`config.mk`:
```
export PLATFORM = sky130hd
export DESIGN_NAME = mcbd_queue
export DESIGN_NICKNAME = d
export VERILOG_FILES = /design/src/hdl/mcbd_pkg.sv /design/src/hdl/mcbd_queue.sv
export SDC_FILE = /design/constraint.sdc
export NUM_CORES = 1
export LEC_CHECK = 0
export ABC_AREA = 0
export BUFFER_PORTS_ARGS = -buffer_cell sky130_fd_sc_hd__buf_2
export CORE_ASPECT_RATIO = 0.5
export CORE_MARGIN = 4
export CORE_UTILIZATION = 30
export DETAILED_ROUTE_END_ITERATION = 7
export GPL_ROUTABILITY_DRIVEN = 0
export PLACE_DENSITY = 0.62
export SETUP_SLACK_MARGIN = 0.05
export SLEW_MARGIN = 20
export SYNTH_ARGS = -nofsm -noshare
export SYNTH_HDL_FRONTEND = slang
export SYNTH_SLANG_ARGS = --single-unit
```
`constraint.sdc`:
```
create_clock -name clk -period 4.5 [get_ports clk]
set_input_delay 0.45 -clock clk [delete_from_list [all_inputs] [get_ports clk]]
set_output_delay 0.45 -clock clk [all_outputs]
set_load 0.01 [all_outputs]
```
`src/hdl/mcbd_pkg.sv`:
```
package mcbd_pkg;

    localparam int CH_W       = 8;
    localparam int PIX_W      = 4 * CH_W;
    localparam int SUM_W      = CH_W + 1;
    localparam int PAIR_W     = 4 * SUM_W;
    localparam int COORD_W    = 12;
    localparam int LEVEL_W    = 4;
    localparam int CFG_W      = 4;
    localparam int SIZE_RESET = 8;

    typedef struct packed {
        logic [CH_W-1:0] alpha;
        logic [CH_W-1:0] red;
        logic [CH_W-1:0] green;
        logic [CH_W-1:0] blue;
    } pixel_t;

    typedef enum logic [1:0] {
        ST_IDLE,
        ST_EMIT,
        ST_SUM
    } back_state_t;

    typedef struct packed {
        logic pop;
        logic load_out;
        logic hold_we;
        logic mem_we;
        logic mem_re;
        logic sum_step;
    } back_ctrl_t;

endpackage

```
`src/hdl/mcbd_queue.sv`:
```
module mcbd_queue #(
    parameter int WIDTH = 56
) (
    input  logic             clk,
    input  logic             rst_n,
    input  logic             push,
    input  logic [WIDTH-1:0] push_data,
    output logic             in_ready,
    input  logic             pop,
    output logic             out_valid,
    output logic [WIDTH-1:0] out_data
);
    import mcbd_pkg::*;

    logic [WIDTH-1:0] slot_reg [2];
    logic             wr_ptr_reg, wr_ptr_next;
    logic             rd_ptr_reg, rd_ptr_next;
    logic [1:0]       count_reg, count_next;
    logic             do_push;
    logic             do_pop;

    assign in_ready  = (count_reg != 2'd2);
    assign out_valid = (count_reg != 2'd0);
    assign out_data  = slot_reg[rd_ptr_reg];
    assign do_push   = push && in_ready;
    assign do_pop    = pop && out_valid;

    always_comb
    begin
        wr_ptr_next = wr_ptr_reg ^ do_push;
        rd_ptr_next = rd_ptr_reg ^ do_pop;
        count_next  = count_reg + 2'(do_push) - 2'(do_pop);
    end

    always_ff @(posedge clk or negedge rst_n)
    begin
        if (!rst_n)
        begin
            wr_ptr_reg <= 1'b0;
            rd_ptr_reg <= 1'b0;
            count_reg  <= 2'd0;
        end
        else
        begin
            wr_ptr_reg <= wr_ptr_next;
            rd_ptr_reg <= rd_ptr_next;
            count_reg  <= count_next;
        end
    end

    always_ff @(posedge clk)
    begin
        if (do_push)
        begin
            slot_reg[wr_ptr_reg] <= push_data;
        end
    end

endmodule

```
* After elaboration in Yosys (flattened, before gate mapping) *
Memories as Yosys holds them, arrays and structs flattened.
Cells that the tools add are included.

word-level totals
  input port bits = 60
  memory bits (writable) = 112
  memories kept = 1
  word-level logic and storage cells = 14
  output and inout port bits = 58
  register bits after elaboration = 4

memory list
  name      depth  width  rd ports  clocked after memory_dff  write ports  line              RTL
  slot_reg  2      56     1         0                         1            mcbd_queue.sv:15  logic [WIDTH-1:0] slot_reg [2];

operators by class
  add/subtract/negate cells = 2
  bitwise logic cells = 2
  muxes and demuxes = 2
  equality and inequality tests = 1
  reductions and logical operators = 3

operators with widths
  operator                               count
  adder 2 x 1 -> 2 bit                   1
  logical AND 1 bit                      2
  2-to-1 mux 1 bit                       2
  != test 2 bit (second input constant)  1
  nonzero test 2 bit                     1
  subtractor 2 x 1 -> 2 bit              1
  XOR 1 bit                              2

* Depth between registers and ports, before layout *
  word-level depth = 4
  gate-level depth with buffers = 5
  mapped depth without buffers = 5

* Least setup slack after synthesis *
Ideal clock, no wire load.

  path type = flip-flop to flip-flop
  from = reg count_reg[0]
  to = mem slot_reg[0][0] (enable)
  library setup time = 0.420 ns
  data arrival time = 2.105 ns
  stages on the path, launching flop included = 4
  clock period less this slack = 2.525 ns
  slack = 1.975 ns
  required time = 4.080 ns
  buffers on the path = 0
  path through = dfrtp_1 > nand2b_1 > and2_1 > ha_1

between the ends
  longest elaborated chain between the ends = 4

RTL lines
  item                                    line              RTL
  start: declaration                      mcbd_queue.sv:18  logic [1:0] count_reg, count_next;
  start signal: assignment                mcbd_queue.sv:47  count_reg <= count_next;
  != test 2 bit                           mcbd_queue.sv:22  assign in_ready = (count_reg != 2'd2);
  net in_ready                            mcbd_queue.sv:8   output logic in_ready,
  logical AND 1 bit                       mcbd_queue.sv:25  assign do_push = push && in_ready;
  2-to-1 mux 1 bit                        mcbd_queue.sv:53  if (do_push)
  2-to-1 mux 1 bit (implied by the code)  mcbd_queue.sv:55  slot_reg[wr_ptr_reg] <= push_data;
  end: declaration                        mcbd_queue.sv:15

The timed path passes the listed nets, and every way through them passes these cells.

* Final worst setup path *
  from = reg rd_ptr_reg
  to = out out_data[44]

between the ends
  longest elaborated chain between the ends = 1

RTL lines
  item                      line              RTL
  start: declaration        mcbd_queue.sv:17  logic rd_ptr_reg, rd_ptr_next;
  start signal: assignment  mcbd_queue.sv:46  rd_ptr_reg <= rd_ptr_next;
  memory (2 x 56 bit)       -
  end: declaration          mcbd_queue.sv:11  output logic [WIDTH-1:0] out_data

No other way between the ends.

==> results.tsv <==
metric	value	unit
run status	completed	
Crit path depth	3	
synth cell count leaders	112 x edfxtp_1, 56 x mux2_2, 4 x buf_6, 4 x dfrtp_1	
hold-critical path depth	1	
Critical Path Start Type	register	
initial antenna violation count	0	
CTS tree	built	
Tightest Pin Transition	0.921	ns
wire length per cell	15.6	um
largest net degree at the start of global routing	38	
Final Max Tran Viols	0	
area delta synth->final	32.7	%
min Tclk post-route	2.75	ns
CP max stage delay	0.93	ns
clk_lat worst skew	0.40	ns
Core ar.	13700	um^2
critical path's slowest cell	dfrtp_2	
final-report setup violation count	0	
DR iter-0 viols	98	
die width	177	um
die area	16400	um^2
Layout Cells excl Fill	536	
Chip Height	92.4	um
I/O pins	118	
nets	393	
number of synthesized flops with an enable pin	112	
Sink Count	116	
CP cell instances	buf_4, mux2_2, buf_2	
Crit path buffers/inverters	2	
via count	2198	
GRT Resource Usage Total	10.7	%
antenna fix cells	0	
top cells by area, synth	edfxtp_1 79%, mux2_2 15%, dfrtp_1 2.3%	
Hold Path Class	in2reg	
H-tree depth	4	
Final period util	61.2	%
Synth area leader	edfxtp_1	
ys async rst share	3.45	%
hpwl dp	5630	um
setup_tns	0	ns
post-route DRC violation count	0	
Post-Synthesis Net Count	259	
Fin. Hold Viols	0	
library cells used by synthesis	20	
remaining antenna violation count after routing	0	
Post-Syn Area	4280	um^2
Post-Syn Area per Cell	21.7	um^2
Gate Count Post-Synth	197	
number of flip-flops in the largest register	112	
share of the synthesized area in the top cell type	78.6	%
vias in the first global route	2400	
DRT Pass-1 Iters	5	
Max VDD drop	287	uV
Max Clock Skew	0.0118	ns
Placed Cells	503	
via/cell ratio	4.10	
buffer depth of the longest clock path	2	
total wire length	8370	um
# rows	30	
critical path type	reg2out	
CTS root buffer	clkbuf_16	
CP endpoint kind	primary output	
PortBufs	117	
critical path required time	4.05	ns
global-route wire length before repair	13000	um
Synth warnings	0	
Rel. slew slack	38.6	%
register area share after synthesis	81.0	%
r2r worst-path depth	4	
Power Density	682	nW/um^2
cts bufs inserted	17	
RSZ-0062 raised after global routing	no	
overall power	3.87	mW
most frequent cell after synthesis	edfxtp_1	
Synth Register Bits	116	
Leak Pwr	2.14	nW
Max Cap Violations	0	
CP delay by family, top	flip-flops	
post_cts resized	0	
worst path arrival time	2.30	ns
fmax	363	MHz
PnR worst setup slack	1.75	ns
layout cells sized above 1	61.0	%
GRT Residual Overflow	0	
Place WS	2.13	ns
Initial Util	31.1	%
most used flip-flop cell after synthesis	edfxtp_1	
crit-path max FO	37	
Worst-path clk slew	0.05	ns
-- layout by cell type, fill, tap and decap left out, drive strengths merged --
cell | netlist | final
a211oi | 1 | 1
a21bo | 1 | 1
a32oi | 1 | 1
and2 | 1 | 1
and3 | 1 | 1
buf | 6 | 120
bufinv | 0 | 3
clkbuf | 0 | 19
clkinv | 0 | 7
clkinvlp | 0 | 1
dfrtp | 4 | 4
dlygate4sd3 | 0 | 1
edfxtp | 112 | 112
ha | 2 | 2
inv | 2 | 4
mux2 | 56 | 56
nand2 | 1 | 1
nand2b | 1 | 1
nand3 | 1 | 1
nor2 | 2 | 2
nor2b | 1 | 1
o21ai | 1 | 1
or2 | 1 | 1
xnor2 | 2 | 2
-- metal layers --
layer | up-vias | part of all wire [%] | GRT usage [%]
li1 | 1056 | - | -
met1 | 1102 | 38 | 10.9
met2 | 32 | 58 | 19.5
met3 | 8 | 3.1 | 3.38
met4 | 0 | 1.3 | 5.73
met5 | - | 0 | 0
-- power breakdown --
part | switching [mW] | internal, mW
sequential | 0.127 | 1.48
combinational | 0.488 | 0.456
clock | 0.452 | 0.869
total | 1.07 | 2.81
-- area by class of cell --
type,instances,area (um^2)
clock buffers,19,433
multi-input cells,73,756
inverters,2,7.51
fillers,1278,8060
repair buffers,121,618
flip-flops and latches,116,3460
clock inverters,13,158
well taps,192,240
-- cells by family after synthesis --
kind of cell	synth area share (%)
buffers and inverters	1.46
AND/OR/NAND/NOR	1.11
XOR/XNOR	0.410
flip-flops	81.0
adder cells (fa/ha/maj)	0.585
AO/OA/AOI/OAI	0.731
multiplexers	14.7
-- worst paths after layout --
check	slack, ns	end	from
setup reg to reg	2.24	slot_reg[0][38]$_DFFE_PP_	count_reg[0]$_DFF_PN0_
min in group asynchronous	0.39	count_reg[0]$_DFF_PN0_	rst_n
hold reg to reg	0.62	count_reg[0]$_DFF_PN0_	count_reg[0]$_DFF_PN0_
max in group asynchronous	3.97	rd_ptr_reg$_DFF_PN0_	rst_n
hold / removal	0.24	slot_reg[0][46]$_DFFE_PP_	push_data[46]
setup / recovery	1.75	out_data[44]	rd_ptr_reg$_DFF_PN0_
-- per-stage QoR --
step	util, %	instance area (um^2)	hold slack, ns
after detailed placement	36.9	5080	0.267
after global placement	36.9	5080	0.266
after global routing	41.3	5680	0.213
final	41.3	5680	0.237
after CTS	41.3	5680	0.214
after floorplan	-	4280	0.154
-- timing repair --
item | in CTS | in global routing
hold buffers | 1 | 0
setup buffers | 0 | 0
endpoints found under the hold margin | 4 | 0
(Power assumes the default switching activity.)
