[src/hdl/mcbd_pkg.sv]
package mcbd_pkg;

    localparam int CH_W       = 8;
    localparam int PIX_W      = 4 * CH_W;
    localparam int SUM_W      = CH_W + 1;
    localparam int PAIR_W     = 4 * SUM_W;
    localparam int COORD_W    = 12;
    localparam int LEVEL_W    = 4;
    localparam int CFG_W      = 4;
    localparam int SIZE_RESET = 8;

    typedef struct packed {
        logic [CH_W-1:0] alpha;
        logic [CH_W-1:0] red;
        logic [CH_W-1:0] green;
        logic [CH_W-1:0] blue;
    } pixel_t;

    typedef enum logic [1:0] {
        ST_IDLE,
        ST_EMIT,
        ST_SUM
    } back_state_t;

    typedef struct packed {
        logic pop;
        logic load_out;
        logic hold_we;
        logic mem_we;
        logic mem_re;
        logic sum_step;
    } back_ctrl_t;

endpackage

[src/hdl/mcbd_pix_if.sv]
interface mcbd_pix_if;
    import mcbd_pkg::*;

    logic            valid;
    logic            ready;
    logic [CH_W-1:0] blue_in;
    logic [CH_W-1:0] green_in;
    logic [CH_W-1:0] red_in;
    logic [CH_W-1:0] alpha_in;

    modport source (output valid, blue_in, green_in, red_in, alpha_in, input ready);
    modport sink   (input valid, blue_in, green_in, red_in, alpha_in, output ready);
endinterface

[src/hdl/mcbd_front.sv]
module mcbd_front #(
    parameter int MAX_LOG2 = 12
) (
    input  logic                                          clk,
    input  logic                                          rst_n,
    input  logic                                          cfg_we,
    input  logic [mcbd_pkg::CFG_W-1:0]                    cfg_wdata,
    mcbd_pix_if.sink                                      pix,
    input  logic                                          q_ready,
    output logic                                          push,
    output logic [2*MAX_LOG2+mcbd_pkg::PIX_W-1:0]         push_data,
    output logic [$clog2(MAX_LOG2+1)-1:0]                 size_log2
);
    import mcbd_pkg::*;

    localparam int W      = MAX_LOG2;
    localparam int LVL_W  = $clog2(MAX_LOG2 + 1);
    localparam int SIZE_R = (SIZE_RESET > MAX_LOG2) ? MAX_LOG2 : SIZE_RESET;

    logic [LVL_W-1:0] size_reg, size_next;
    logic [W-1:0]     col_reg, col_next;
    logic [W-1:0]     row_reg, row_next;
    logic [W:0]       dim;
    logic [W:0]       col_inc;
    logic [W:0]       row_inc;
    pixel_t           pixel;

    assign dim     = (W+1)'(1) << size_reg;
    assign col_inc = {1'b0, col_reg} + (W+1)'(1);
    assign row_inc = {1'b0, row_reg} + (W+1)'(1);

    assign pix.ready = q_ready;
    assign push      = pix.valid && q_ready;

    assign pixel.blue  = pix.blue_in;
    assign pixel.green = pix.green_in;
    assign pixel.red   = pix.red_in;
    assign pixel.alpha = pix.alpha_in;

    assign push_data = {col_reg, row_reg, pixel};
    assign size_log2 = size_reg;

    always_comb
    begin
        size_next = size_reg;
        col_next  = col_reg;
        row_next  = row_reg;
        if (cfg_we)
        begin
            // saturate oversized sizes, restart the image
            size_next = (int'(cfg_wdata) > MAX_LOG2) ? LVL_W'(MAX_LOG2) : LVL_W'(cfg_wdata);
            col_next  = '0;
            row_next  = '0;
        end
        else if (push)
        begin
            if (col_inc >= dim)
            begin
                col_next = '0;
                row_next = (row_inc >= dim) ? '0 : row_inc[W-1:0];
            end
            else
            begin
                col_next = col_inc[W-1:0];
            end
        end
    end

    always_ff @(posedge clk or negedge rst_n)
    begin
        if (!rst_n)
        begin
            size_reg <= LVL_W'(SIZE_R);
            col_reg  <= '0;
            row_reg  <= '0;
        end
        else
        begin
            size_reg <= size_next;
            col_reg  <= col_next;
            row_reg  <= row_next;
        end
    end

endmodule

[src/flat_wrapper.sv]
// flat-port wrapper written by rule: the top's interface ports become plain ports
module mcbd_front_flat import mcbd_pkg::*;
#(
    parameter int MAX_LOG2 = 12
)
  (clk, rst_n, cfg_we, cfg_wdata, q_ready, push, push_data, size_log2, pix_valid, pix_blue_in, pix_green_in, pix_red_in, pix_alpha_in, pix_ready);
  mcbd_pix_if pix_i ();
  input  logic clk;
  input  logic rst_n;
  input  logic cfg_we;
  input  logic [mcbd_pkg::CFG_W-1:0] cfg_wdata;
  input  logic q_ready;
  output logic push;
  output logic [2*MAX_LOG2+mcbd_pkg::PIX_W-1:0] push_data;
  output logic [$clog2(MAX_LOG2+1)-1:0] size_log2;
  input wire logic [$bits(pix_i.valid)-1:0] pix_valid;
  input wire logic [$bits(pix_i.blue_in)-1:0] pix_blue_in;
  input wire logic [$bits(pix_i.green_in)-1:0] pix_green_in;
  input wire logic [$bits(pix_i.red_in)-1:0] pix_red_in;
  input wire logic [$bits(pix_i.alpha_in)-1:0] pix_alpha_in;
  output wire logic [$bits(pix_i.ready)-1:0] pix_ready;
  assign pix_i.valid = pix_valid;
  assign pix_i.blue_in = pix_blue_in;
  assign pix_i.green_in = pix_green_in;
  assign pix_i.red_in = pix_red_in;
  assign pix_i.alpha_in = pix_alpha_in;
  assign pix_ready = pix_i.ready;
  mcbd_front #(.MAX_LOG2(MAX_LOG2)) u_core (.clk(clk), .rst_n(rst_n), .cfg_we(cfg_we), .cfg_wdata(cfg_wdata), .pix(pix_i), .q_ready(q_ready), .push(push), .push_data(push_data), .size_log2(size_log2));
endmodule
[config.mk]
export PLATFORM = sky130hd
export DESIGN_NAME = mcbd_front_flat
export DESIGN_NICKNAME = d
export VERILOG_FILES = /design/src/hdl/mcbd_pkg.sv /design/src/hdl/mcbd_pix_if.sv /design/src/hdl/mcbd_front.sv /design/src/flat_wrapper.sv
export SDC_FILE = /design/constraint.sdc
export NUM_CORES = 1
export LEC_CHECK = 0
export ABC_CLOCK_PERIOD_IN_PS = 2600
export BUFFER_PORTS_ARGS = -buffer_cell sky130_fd_sc_hd__buf_2
export CORE_UTILIZATION = 44
export CTS_CLUSTER_SIZE = 20
export DETAILED_ROUTE_END_ITERATION = 10
export GPL_TIMING_DRIVEN = 0
export PLACE_DENSITY = 0.75
export SLEW_MARGIN = 25
export SYNTH_ARGS = -nofsm -noshare
export SYNTH_HDL_FRONTEND = slang
export SYNTH_SLANG_ARGS = --single-unit
[constraint.sdc]
create_clock -name clk -period 2.6 [get_ports clk]
set_input_delay 0.52 -clock clk [delete_from_list [all_inputs] [get_ports clk]]
set_output_delay 0.52 -clock clk [all_outputs]
set_load 0.01 [all_outputs]
# Yosys cells after proc, flatten, opt, wreduce, memory -nomap -nowiden
# Index checks and enable logic that the tools add are counted.
[totals]
register_bits = 28
latch_bits = 0
ramBits = 0
mem_bits_ro = 0
inputBits = 41
output_inout_bits = 62
word_cells = 21
n_memories = 0
[classes]
n_addsub = 2
n_mul = 0
div = 0
order_cmp = 3
n_eq_ne = 0
n_shift = 1
mux = 8
n_bitwise = 0
reduce_logical = 4
[op_table]
columns = ["op", "n"]
rows = [
  ["$mux W12", 7],
  ["$add A12 B1 Y13 const B", 2],
  ["$ge A13 B13 Y1", 2],
  ["$shl A1 B4 Y13 const A", 1],
  ["$gt A4 B4 Y1 const B", 1],
  ["$mux W4", 1],
  ["$reduce_bool A2 Y1", 2],
  ["$reduce_and A2 Y1", 1],
  ["$logic_and A1 B1 Y1", 1],
]

# Depth between registers and ports, before layout
# Gate-level depths: netlist (run 1).
[logic_depth]
ltp_word = 6
depth_mapped = 13
ltp_nobuf = 12

# Worst setup path after synthesis (run 1)
# No wires, ideal clock.
[synth_timing]
path_kind = "reg-to-reg"
startpoint = "register u_core.row_reg[0]"
endpoint = "register u_core.row_reg[0]"
setup_time_ns = 0.064
arrival_ns = 2.636
t_required_ns = 2.536
slack_ns = -0.100
stages_incl_launch_ff = 13
path_buffers = 1
synth_period_minus_slack_ns = 2.700
cell_sequence = "dfrtp_1 ha_1 nand3_1 nor2_1 xor2_1 ha_1 a21oi_1 o21ai_0 a2111oi_2 o21ai_2 nor2_2 buf_6 mux2_2"
[synth_between]
elab_chain_len = 6
[synth_rtl]
columns = ["item", "line", "source"]
rows = [
  ["start: declaration", "mcbd_front.sv:22", "logic [W-1:0] row_reg, row_next;"],
  ["start signal: assignment", "mcbd_front.sv:81", "row_reg <= row_next;"],
  ["$add A12 B1 Y13 *", "mcbd_front.sv:30", "assign row_inc = {1'b0, row_reg} + (W+1)'(1);"],
  ["$ge A13 B13 Y1", "mcbd_front.sv:60", "row_next = (row_inc >= dim) ? '0 : row_inc[W-1:0];"],
  ["$mux W12 *", "mcbd_front.sv:60", ""],
  ["$mux W12 *", "mcbd_front.sv:57", "if (col_inc >= dim)"],
  ["$mux W12 *", "mcbd_front.sv:55", "else if (push)"],
  ["$mux W12 *", "mcbd_front.sv:48", "if (cfg_we)"],
]
# Every way passes the cells marked *; elsewhere a longest branch is shown, timed or not. The select of a mux whose other input is x is not followed.
# A chain may end at the register's enable or synchronous reset.

# Worst setup path after layout (run 1)
[layout_timing]
startpoint = "register u_core.col_reg[7]"
endpoint = "register u_core.row_reg[4]"
[layout_between]
elab_chain_len = 4
[layout_rtl]
columns = ["item", "line", "source"]
rows = [
  ["start: declaration", "mcbd_front.sv:21", "logic [W-1:0] col_reg, col_next;"],
  ["start signal: assignment", "mcbd_front.sv:80", "col_reg <= col_next;"],
  ["$add A12 B1 Y13", "mcbd_front.sv:29", "assign col_inc = {1'b0, col_reg} + (W+1)'(1);"],
  ["$ge A13 B13 Y1", "mcbd_front.sv:57", ""],
  ["$reduce_bool A2 Y1 (no line)", "n/a", ""],
  ["$reduce_and A2 Y1 (no line)", "n/a", ""],
]
# Every way passes these cells.

==> results of run 1 <==
-- per-layer routing --
metal	track usage	vias up	wire (um)
met1	0.2754	1272	3023
li1	-	1239	-
met2	0.4125	149	3721
met4	0.1327	0	272
met3	0.02024	24	405
met5	0	-	0
-- cell usage in the layout (no fill, tap or decap), drive strengths merged, types with 2 or more instances in the layout --
cell / n
a21o: 4
a21oi: 12
a221o: 3
a22o: 8
buf: 157
clkbuf: 5
dfrtp: 27
ha: 29
inv: 10
mux2: 3
nand2: 48
nand2b: 9
nand3: 16
nand4: 8
nor2: 28
nor2b: 5
nor3: 5
nor4: 2
o21ai: 10
o21bai: 2
xnor2: 8
xor2: 9
-- area by class of cell --
cell class / instances / area share
buffer: 38 / 0.08061
multi-input combinational: 218 / 0.4719
tap: 70 / 0.02411
sequential: 28 / 0.1974
clock buffer: 4 / 0.01240
inverter: 10 / 0.01033
timing repair buffer: 120 / 0.2032
-- worst paths after layout --
kind,startpoint,to,slack [ps],cells past startpoint
max in group asynchronous,rst_n,u_core.row_reg[6],1880,1
hold reg to reg,u_core.col_reg[9],u_core.col_reg[9],590,2
setup reg to reg,u_core.col_reg[7],u_core.row_reg[4],-130,11
hold / removal,rst_n,u_core.col_reg[6],250,1
min in group clk,cfg_wdata[1],u_core.size_log2[1],450,3
setup / recovery,u_core.col_reg[7],u_core.row_reg[4],-130,11
-- through the flow --
| step | utilization | instance area [um^2] | setup WS (ps) |
|---|---|---|---|
| 2_1_floorplan | - | 2486 | 3.152 |
| 3_3_place_gp | 0.5539 | 2919 | -200.9 |
| 3_5_place_dp | 0.5539 | 2919 | -255.2 |
| 4_1_cts | 0.6453 | 3401 | -0.007994 |
| 5_1_grt | 0.6892 | 3632 | -233.0 |
| 6_report | 0.6892 | 3632 | -127.8 |
-- worst max-delay path, cell delays in order, from the launching register on --
cell     delay [ps]
dfrtp_1         410
nand4_1         210
buf_4           210
o21ai_4         160
nand2_4          70
ha_4            270
nand4_1         160
nor2_1          160
a21oi_2         110
a211o_4         380
buf_6           150
a221o_1         320
-- power breakdown --
part	leakage [nW]	switching, mW	internal, mW	total [mW]
clock	0.0228	0.147	0.110	0.257
sequential	0.362	0.0425	0.465	0.508
combinational	1.52	0.312	0.321	0.634
total	1.91	0.502	0.897	1.40
-- cells by family after synthesis --
kind of cell	share of synthesized area
compound gates	0.1357
xor+xnor	0.06026
fa+ha+maj	0.1468
buf+inv	0.1372
flops	0.2841
mux	0.01367
simple gates	0.2223
-- synth_stat cells, drive strengths merged (4+ instances only) --
master | number | area share
o21ai | 10 | 0.022
nand2b | 9 | 0.023
nor3 | 5 | 0.010
nor2 | 28 | 0.044
a21o | 4 | 0.012
inv | 10 | 0.015
xnor2 | 8 | 0.028
xor2 | 9 | 0.032
dfrtp | 27 | 0.27
ha | 29 | 0.15
nand4 | 8 | 0.020
a21oi | 12 | 0.024
nand3 | 16 | 0.032
nor2b | 5 | 0.013
buf | 38 | 0.12
nand2 | 48 | 0.073
a22o | 8 | 0.028
-- timing repair --
action | in CTS | in global routing
cloned | 2 | 1
buffers inserted | 36 | 12
endpoints found under the setup margin | 22 | 22
pin swaps | 34 | 30
gates resized for setup | 37 | 39
==> results.json, run 1 <==
{
  "outcome": "finished, violations left",
  "violations": "setup timing",
  "placed_cells": 436,
  "clk_path_buf_depth": 2,
  "cts_tree": "done",
  "cts_sinks": 28,
  "cap_violations": 0,
  "final_antenna_net_count": 0,
  "fin_crit_ps": 2728,
  "crit_arrival_ps": 2900,
  "worstSetupStartpointType": "flop",
  "first_iter_violations": 181,
  "dr.pass1.iters": 4,
  "worstHoldPathType": "input port to asynchronous set/reset pin",
  "finalWorstSetupSlack_ps": -127.8,
  "critPathMaxFanout": 5,
  "syn_avg_cell_area_um2": 8.320,
  "grt_max_degree": 29,
  "path_clk_slew_ps": 100,
  "worst-setup-path-type": "flop to flop",
  "routedWlPerCell_um": 15.21,
  "drc": 0,
  "report.final.hold_viol_count": 0,
  "max_clock_freq_ghz": 0.3666,
  "syn_inst": 297,
  "p_leak_nw": 1.907,
  "io_pins": 103,
  "synthesis.nets": 367,
  "ys_ff_latch": 28,
  "vias": 2684,
  "fp-row-count": 26,
  "ff_latch_area_um2": 716.9,
  "grt_pass1_vias": 2550,
  "n_fill_cell": 388,
  "place_congestion": 0.7751,
  "rsz0062_at_grt": "true",
  "required_ps": 2770,
  "ys_warn_count": 0,
  "place_hpwl_um": 4285,
  "clock_skew_ps": 4.864,
  "drv_slew": 0,
  "grt_first_pass_wirelength_um": 11150,
  "synth_edf_count": 0,
  "slew_headroom": 0.5604,
  "die_h_um": 76.94,
  "multi_input_area_mm2": 0.001714,
  "wl_um": 7422,
  "setup_tns_ps": -1048,
  "final_nets": 489,
  "routed_via_density": 5.500,
  "async_reset_ff_frac": 1.000,
  "root_buffer": "clkbuf_8",
  "clk_latency_ps": 280,
  "syn2layout_area_growth_pct": 46.99,
  "yosys_most_used_dff": "dfrtp_1",
  "die_x_um": 76.94,
  "critPathCaptureType": "flop",
  "portBuffers": 69,
  "postCtsHoldBufs": 0,
  "syn_area_mm2": 0.002471,
  "ys_seq_area_frac": 0.2841,
  "numCtsBuffers": 3,
  "htreeDepth": 1,
  "yosysUniqueCellTypes": 38,
  "diodes": 0,
  "layout-drive-gt1-share": 0.5263,
  "worst_pin_slew_ps": 659.4,
  "setup_viol": 12,
  "ir_drop_uv": 229.5,
  "grt_antenna_before_repair": 0,
  "holdWs_ps": 248.3,
  "overflow": 0,
  "dieArea_mm2": 0.005920,
  "track_usage": 0.2334,
  "core_area_mm2": 0.005270,
  "finalCritPeriodShare": 1.049,
  "instances_no_fill": 488,
  "p_total_mw": 1.399,
  "initial_core_util": 0.4689,
  "power_density_mw_per_mm2": 385.1
}
Note: power is estimated with default switching activity, not from simulation.
==> run 2: changes to the inputs <==
--- a/config.mk
+++ b/config.mk
@@ -8,10 +8,11 @@
 export ABC_CLOCK_PERIOD_IN_PS = 2600
 export BUFFER_PORTS_ARGS = -buffer_cell sky130_fd_sc_hd__buf_2
 export CORE_UTILIZATION = 44
+export CTS_CLUSTER_DIAMETER = 200
 export CTS_CLUSTER_SIZE = 20
 export DETAILED_ROUTE_END_ITERATION = 10
 export GPL_TIMING_DRIVEN = 0
-export PLACE_DENSITY = 0.75
+export PLACE_DENSITY = 0.77
 export SLEW_MARGIN = 25
 export SYNTH_ARGS = -nofsm -noshare
 export SYNTH_HDL_FRONTEND = slang
==> run 2 against run 1 <==
Compared with the run above: the flow still finishes with violations (setup timing); worst hold slack better by 20 ps; non-clock buffer count down 7; first-iteration DRC count up 10%; critical path depth up 2; critical path type unchanged; largest power group unchanged; highest routed layer unchanged.
==> results.json, run 2 (same netlist as run 1, synthesis figures left out) <==
{
  "p_comb_frac": 0.426,
  "switching_share": 0.3577,
  "power.switching_mw": 0.4990,
  "layout_common_cells": "buf_4, buf_2, nand2_1",
  "grt_first_pass_wirelength_um": 11000,
  "dieArea_mm2": 0.005920,
  "grt_max_degree": 29,
  "cap_violations": 0,
  "fp-row-count": 26,
  "dpl_cell_area_mm2": 0.002919,
  "clock_skew_ps": 6.729,
  "power_density_mw_per_mm2": 393.7,
  "max_clock_freq_ghz": 0.3623,
  "report.final.hold_viol_count": 0,
  "htreeDepth": 1,
  "postCtsHoldBufs": 0,
  "finalWorstSetupSlack_ps": -159.9,
  "first_iter_violations": 200,
  "io_pins": 103,
  "worst-setup-path-type": "flop to flop",
  "drc": 0,
  "fin_crit_ps": 2760,
  "dp_slack_ps": -241.8,
  "worstSetupStartpointType": "flop",
  "core_area_mm2": 0.005270,
  "die_h_um": 76.94,
  "path_clk_slew_ps": 110,
  "p_int_mw": 0.8961,
  "overflow": 0,
  "setup_tns_ps": -1139,
  "clk_path_buf_depth": 2,
  "final_antenna_net_count": 0,
  "finalCritPeriodShare": 1.061,
  "place_hpwl_um": 4325,
  "root_buffer": "clkbuf_8",
  "critPathCaptureType": "flop",
  "violations": "setup timing",
  "clock_power_share": 0.207,
  "outcome": "finished, violations left",
  "p_seq_frac": 0.367,
  "diodes": 0,
  "required_ps": 2820,
  "worst_pin_slew_ps": 693.2,
  "grt_antenna_before_repair": 0,
  "fin_area_mm2": 0.003543,
  "routed_via_density": 5.511,
  "numCtsBuffers": 3,
  "critPathMaxFanout": 5,
  "setup_viol": 12,
  "layout-drive-gt1-share": 0.5085,
  "grt_pass1_vias": 2402,
  "clk_latency_ps": 290,
  "routedWlPerCell_um": 15.23,
  "final_nets": 482,
  "portBuffers": 69,
  "wl_um": 7325,
  "ir_drop_uv": 237.7,
  "drv_slew": 0,
  "p_leak_nw": 1.859,
  "slew_headroom": 0.5378,
  "final_core_util": 0.6724,
  "initial_core_util": 0.4689,
  "place_congestion": 0.7848,
  "rsz0062_at_grt": "true",
  "dr.pass1.iters": 4,
  "final_common_cell": "buf_4",
  "crit_arrival_ps": 2980,
  "track_usage": 0.2321,
  "die_x_um": 76.94,
  "worstHoldPathType": "input port to asynchronous set/reset pin",
  "cts_tree": "done",
  "vias": 2651,
  "cts_sinks": 28,
  "syn2layout_area_growth_pct": 43.39
}
run 2: cell types whose count changed in the layout (fill, tap and decap cells not counted), sizes merged:
| cell | before | now |
|---|---|---|
| buf | 157 | 150 |
run 2: final timing paths:
path                                             to  slack [ps]          startpoint  cells after the start
worst max-delay path              u_core.row_reg[8]        -160   u_core.row_reg[4]                     13
worst min-delay path              u_core.col_reg[5]         270               rst_n                      1
worst max register to register    u_core.row_reg[8]        -160   u_core.row_reg[4]                     13
worst min register to register   u_core.col_reg[10]         560  u_core.col_reg[10]                      2
max in group asynchronous         u_core.row_reg[7]        1850               rst_n                      1
min in group clk                u_core.size_log2[1]         450        cfg_wdata[1]                      3
run 2: power by group through the flow:
stage	clock network (mW)	logic [mW]	registers, mW
floorplan	0	0.290	0.522
global placement	0	0.412	0.516
detailed placement	0	0.425	0.517
CTS	0.289	0.550	0.501
global route	0.304	0.651	0.515
finish	0.288	0.595	0.512
run 2: routing by layer:
| layer | track usage | wire length (um) | vias up |
|---|---|---|---|
| met5 | 0 | 0 | - |
| met4 | 0.09038 | 208 | 0 |
| met3 | 0.02738 | 482 | 24 |
| met2 | 0.4080 | 3761 | 152 |
| met1 | 0.2871 | 2873 | 1244 |
| li1 | - | - | 1231 |
run 2: timing repair:
item                                   in CTS  in global routing
endpoints found under the hold margin       0                  0
cloned                                      2                  0
setup endpoints to repair                  22                 22
buffers inserted                           35                  7
pin swaps                                  27                 19
resized for setup                          41                 24
run 2: through the flow:
stage / hold WS (ps) / cells / power, mW
floorplan: 224.4 / 297 / 0.8123
global placement: 531.7 / 436 / 0.9278
detailed placement: 543.8 / 436 / 0.9419
CTS: 291.4 / 474 / 1.339
global route: 310.4 / 481 / 1.470
finish: 268.4 / 481 / 1.395
run 2: final cells by class:
| class | count | area [um^2] |
|---|---|---|
| fill | 388 | 1727 |
| clock buffer | 4 | 55.05 |
| timing repair buffer | 112 | 669.4 |
| multi-input combinational | 218 | 1674 |
| buffer | 39 | 304.0 |
| tap | 70 | 87.58 |
| sequential | 28 | 715.7 |
| inverter | 10 | 37.54 |
run 2: worst max-delay path, stage by stage (launching register included):
cell and delay (ps):
dfrtp_1 390, buf_6 100, nand4_1 140, buf_4 190, nor2_4 100, xor2_1 160
ha_1 290, a21oi_2 190, o21ai_2 100, a2111oi_4 390, o21ai_4 140, nor2_4 160
buf_6 150, a22o_1 180
==> run 3: changes to the inputs <==
--- a/config.mk
+++ b/config.mk
@@ -5,14 +5,14 @@
 export SDC_FILE = /design/constraint.sdc
 export NUM_CORES = 1
 export LEC_CHECK = 0
-export ABC_CLOCK_PERIOD_IN_PS = 2600
+export ABC_CLOCK_PERIOD_IN_PS = 3250
 export BUFFER_PORTS_ARGS = -buffer_cell sky130_fd_sc_hd__buf_2
-export CORE_UTILIZATION = 44
+export CORE_UTILIZATION = 53
 export CTS_CLUSTER_DIAMETER = 200
 export CTS_CLUSTER_SIZE = 20
 export DETAILED_ROUTE_END_ITERATION = 10
 export GPL_TIMING_DRIVEN = 0
-export PLACE_DENSITY = 0.77
+export PLACE_DENSITY = 0.87
 export SLEW_MARGIN = 25
 export SYNTH_ARGS = -nofsm -noshare
 export SYNTH_HDL_FRONTEND = slang
==> constraint.sdc (replaced) <==
create_clock -name clk -period 3.25 [get_ports clk]
set_input_delay 0.65 -clock clk [delete_from_list [all_inputs] [get_ports clk]]
set_output_delay 0.65 -clock clk [all_outputs]
set_load 0.01 [all_outputs]
==> run 3 against run 2 <==
Compared with the run above: the run now ends clean; wire length shrank 28%; utilization shrank 0.82 points; worst hold slack improved by 110 ps; critical path depth decreased by 1; via count shrank 13%; largest power group is now registers; fmax down 8.0%; global-route usage down 1.9 points; sequential share of layout area grew 3.7 points; cell count is 12% lower; sequential cell count stayed put; design area decreased by 17%; critical endpoint unchanged; die area down 17%.
==> results.json, run 3 (same netlist as run 1, synthesis figures left out) <==
{
  "outcome": "finished clean",
  "dp_slack_ps": 278.7,
  "setup_tns_ps": 0,
  "worst-setup-path-type": "flop to flop",
  "p_leak_nw": 1.622,
  "required_ps": 3470,
  "core_area_mm2": 0.004414,
  "portBuffers": 69,
  "overflow": 0,
  "dpl_cell_area_mm2": 0.002882,
  "layout_common_cells": "buf_2, nand2_1, buf_4",
  "worstHoldPathType": "input port to asynchronous set/reset pin",
  "critPathMaxFanout": 10,
  "postCtsSetupRepairBufs": 0,
  "holdWs_ps": 380.8,
  "place_hpwl_um": 4193,
  "syn2layout_area_growth_pct": 18.63,
  "final_nets": 441,
  "worstSetupStartpointType": "flop",
  "slew_headroom": 0.5712,
  "grt_first_pass_wirelength_um": 8721,
  "track_usage": 0.2135,
  "dieArea_mm2": 0.004939,
  "postCtsHoldBufs": 0,
  "grt_pass1_vias": 2058,
  "clk_latency_ps": 280,
  "final_core_util": 0.6641,
  "htreeDepth": 1,
  "final_antenna_net_count": 0,
  "cts_sinks": 28,
  "place_congestion": 0.8422,
  "layout-drive-gt1-share": 0.3189,
  "io_pins": 103,
  "finalCritPeriodShare": 0.9229,
  "routed_via_density": 5.438,
  "numCtsBuffers": 3,
  "report.final.hold_viol_count": 0,
  "cp_cell_sequence": "ha_1 -> nand3_2 -> nor2_1 -> xor2_1 -> ha_1 -> a21oi_1 -> o21ai_0 -> a2111oi_2 -> o21ai_2 -> nor2_2 -> buf_6 -> a22o_1",
  "setup_viol": 0,
  "grt_antenna_before_repair": 0,
  "final_common_cell": "buf_2",
  "wl_um": 5259,
  "crit_arrival_ps": 3220,
  "critical_path_buf_inv_count": 1,
  "path_clk_slew_ps": 100,
  "max_clock_freq_ghz": 0.3334,
  "root_buffer": "clkbuf_8",
  "clk_path_buf_depth": 2,
  "initial_core_util": 0.5598,
  "first_iter_violations": 107,
  "critPathCaptureType": "flop",
  "vias": 2295,
  "routedWlPerCell_um": 12.46,
  "rsz0062_at_grt": "false",
  "placed_cells": 418,
  "fin_area_mm2": 0.002932,
  "clock_skew_ps": 5.056,
  "fp-row-count": 24,
  "die_x_um": 70.28,
  "instances_no_fill": 422,
  "finalWorstSetupSlack_ps": 250.5,
  "path_common_cell": "ha_1",
  "cap_violations": 0,
  "dr.pass1.iters": 4,
  "grt_max_degree": 29,
  "worst_pin_slew_ps": 643.2,
  "fin_crit_ps": 3000,
  "ir_drop_uv": 202.9,
  "drv_slew": 0,
  "diodes": 0,
  "critPathTopFamily": "compound AO/OA/AOI/OAI gates",
  "power_density_mw_per_mm2": 323.5,
  "drc": 0,
  "critPathMaxStageDelay_ps": 470,
  "die_h_um": 70.28,
  "cts_tree": "done",
  "p_total_mw": 0.9484,
  "critPathSlowestCell": "dfrtp_1"
}
[run 3: where the power goes]
part	internal [mW]	switching (mW)	leakage [nW]	total [mW]
registers	0.369	0.0375	0.381	0.407
clock network	0.0881	0.112	0.0228	0.201
logic	0.156	0.185	1.22	0.341
[run 3: cell type report]
class                           instances  area [um^2]
Tap cell                               52        65.06
Inverter                               10        37.54
Fill cell                             361         1483
Buffer                                 41        301.5
Multi-Input combinational cell        218         1435
Sequential cell                        28        701.9
Clock buffer                            4        45.04
Timing Repair Buffer                   69        345.3
[run 3: worst paths after layout]
path	startpoint	end	slack (ps)	depth (start not counted)
hold reg to reg	u_core.col_reg[10]	u_core.col_reg[10]	560	2
min in group clk	u_core.col_reg[10]	u_core.col_reg[10]	560	2
hold / removal	rst_n	u_core.col_reg[10]	380	1
setup reg to reg	u_core.row_reg[0]	u_core.row_reg[8]	250	12
setup / recovery	u_core.row_reg[0]	u_core.row_reg[8]	250	12
max in group asynchronous	rst_n	u_core.col_reg[4]	2440	1
[run 3: timing repair]
item | in CTS | in global routing
gates resized for setup | 0 | 1
hold endpoints to repair | 0 | 0
setup endpoints to repair | 0 | 10
[run 3: metal layers]
layer	vias to the layer above	share of wire	track usage
met3	9	0.077	0.01443
met1	1039	0.43	0.2836
li1	1141	-	-
met4	0	0.015	0.06222
met5	-	0	0
met2	106	0.48	0.3704
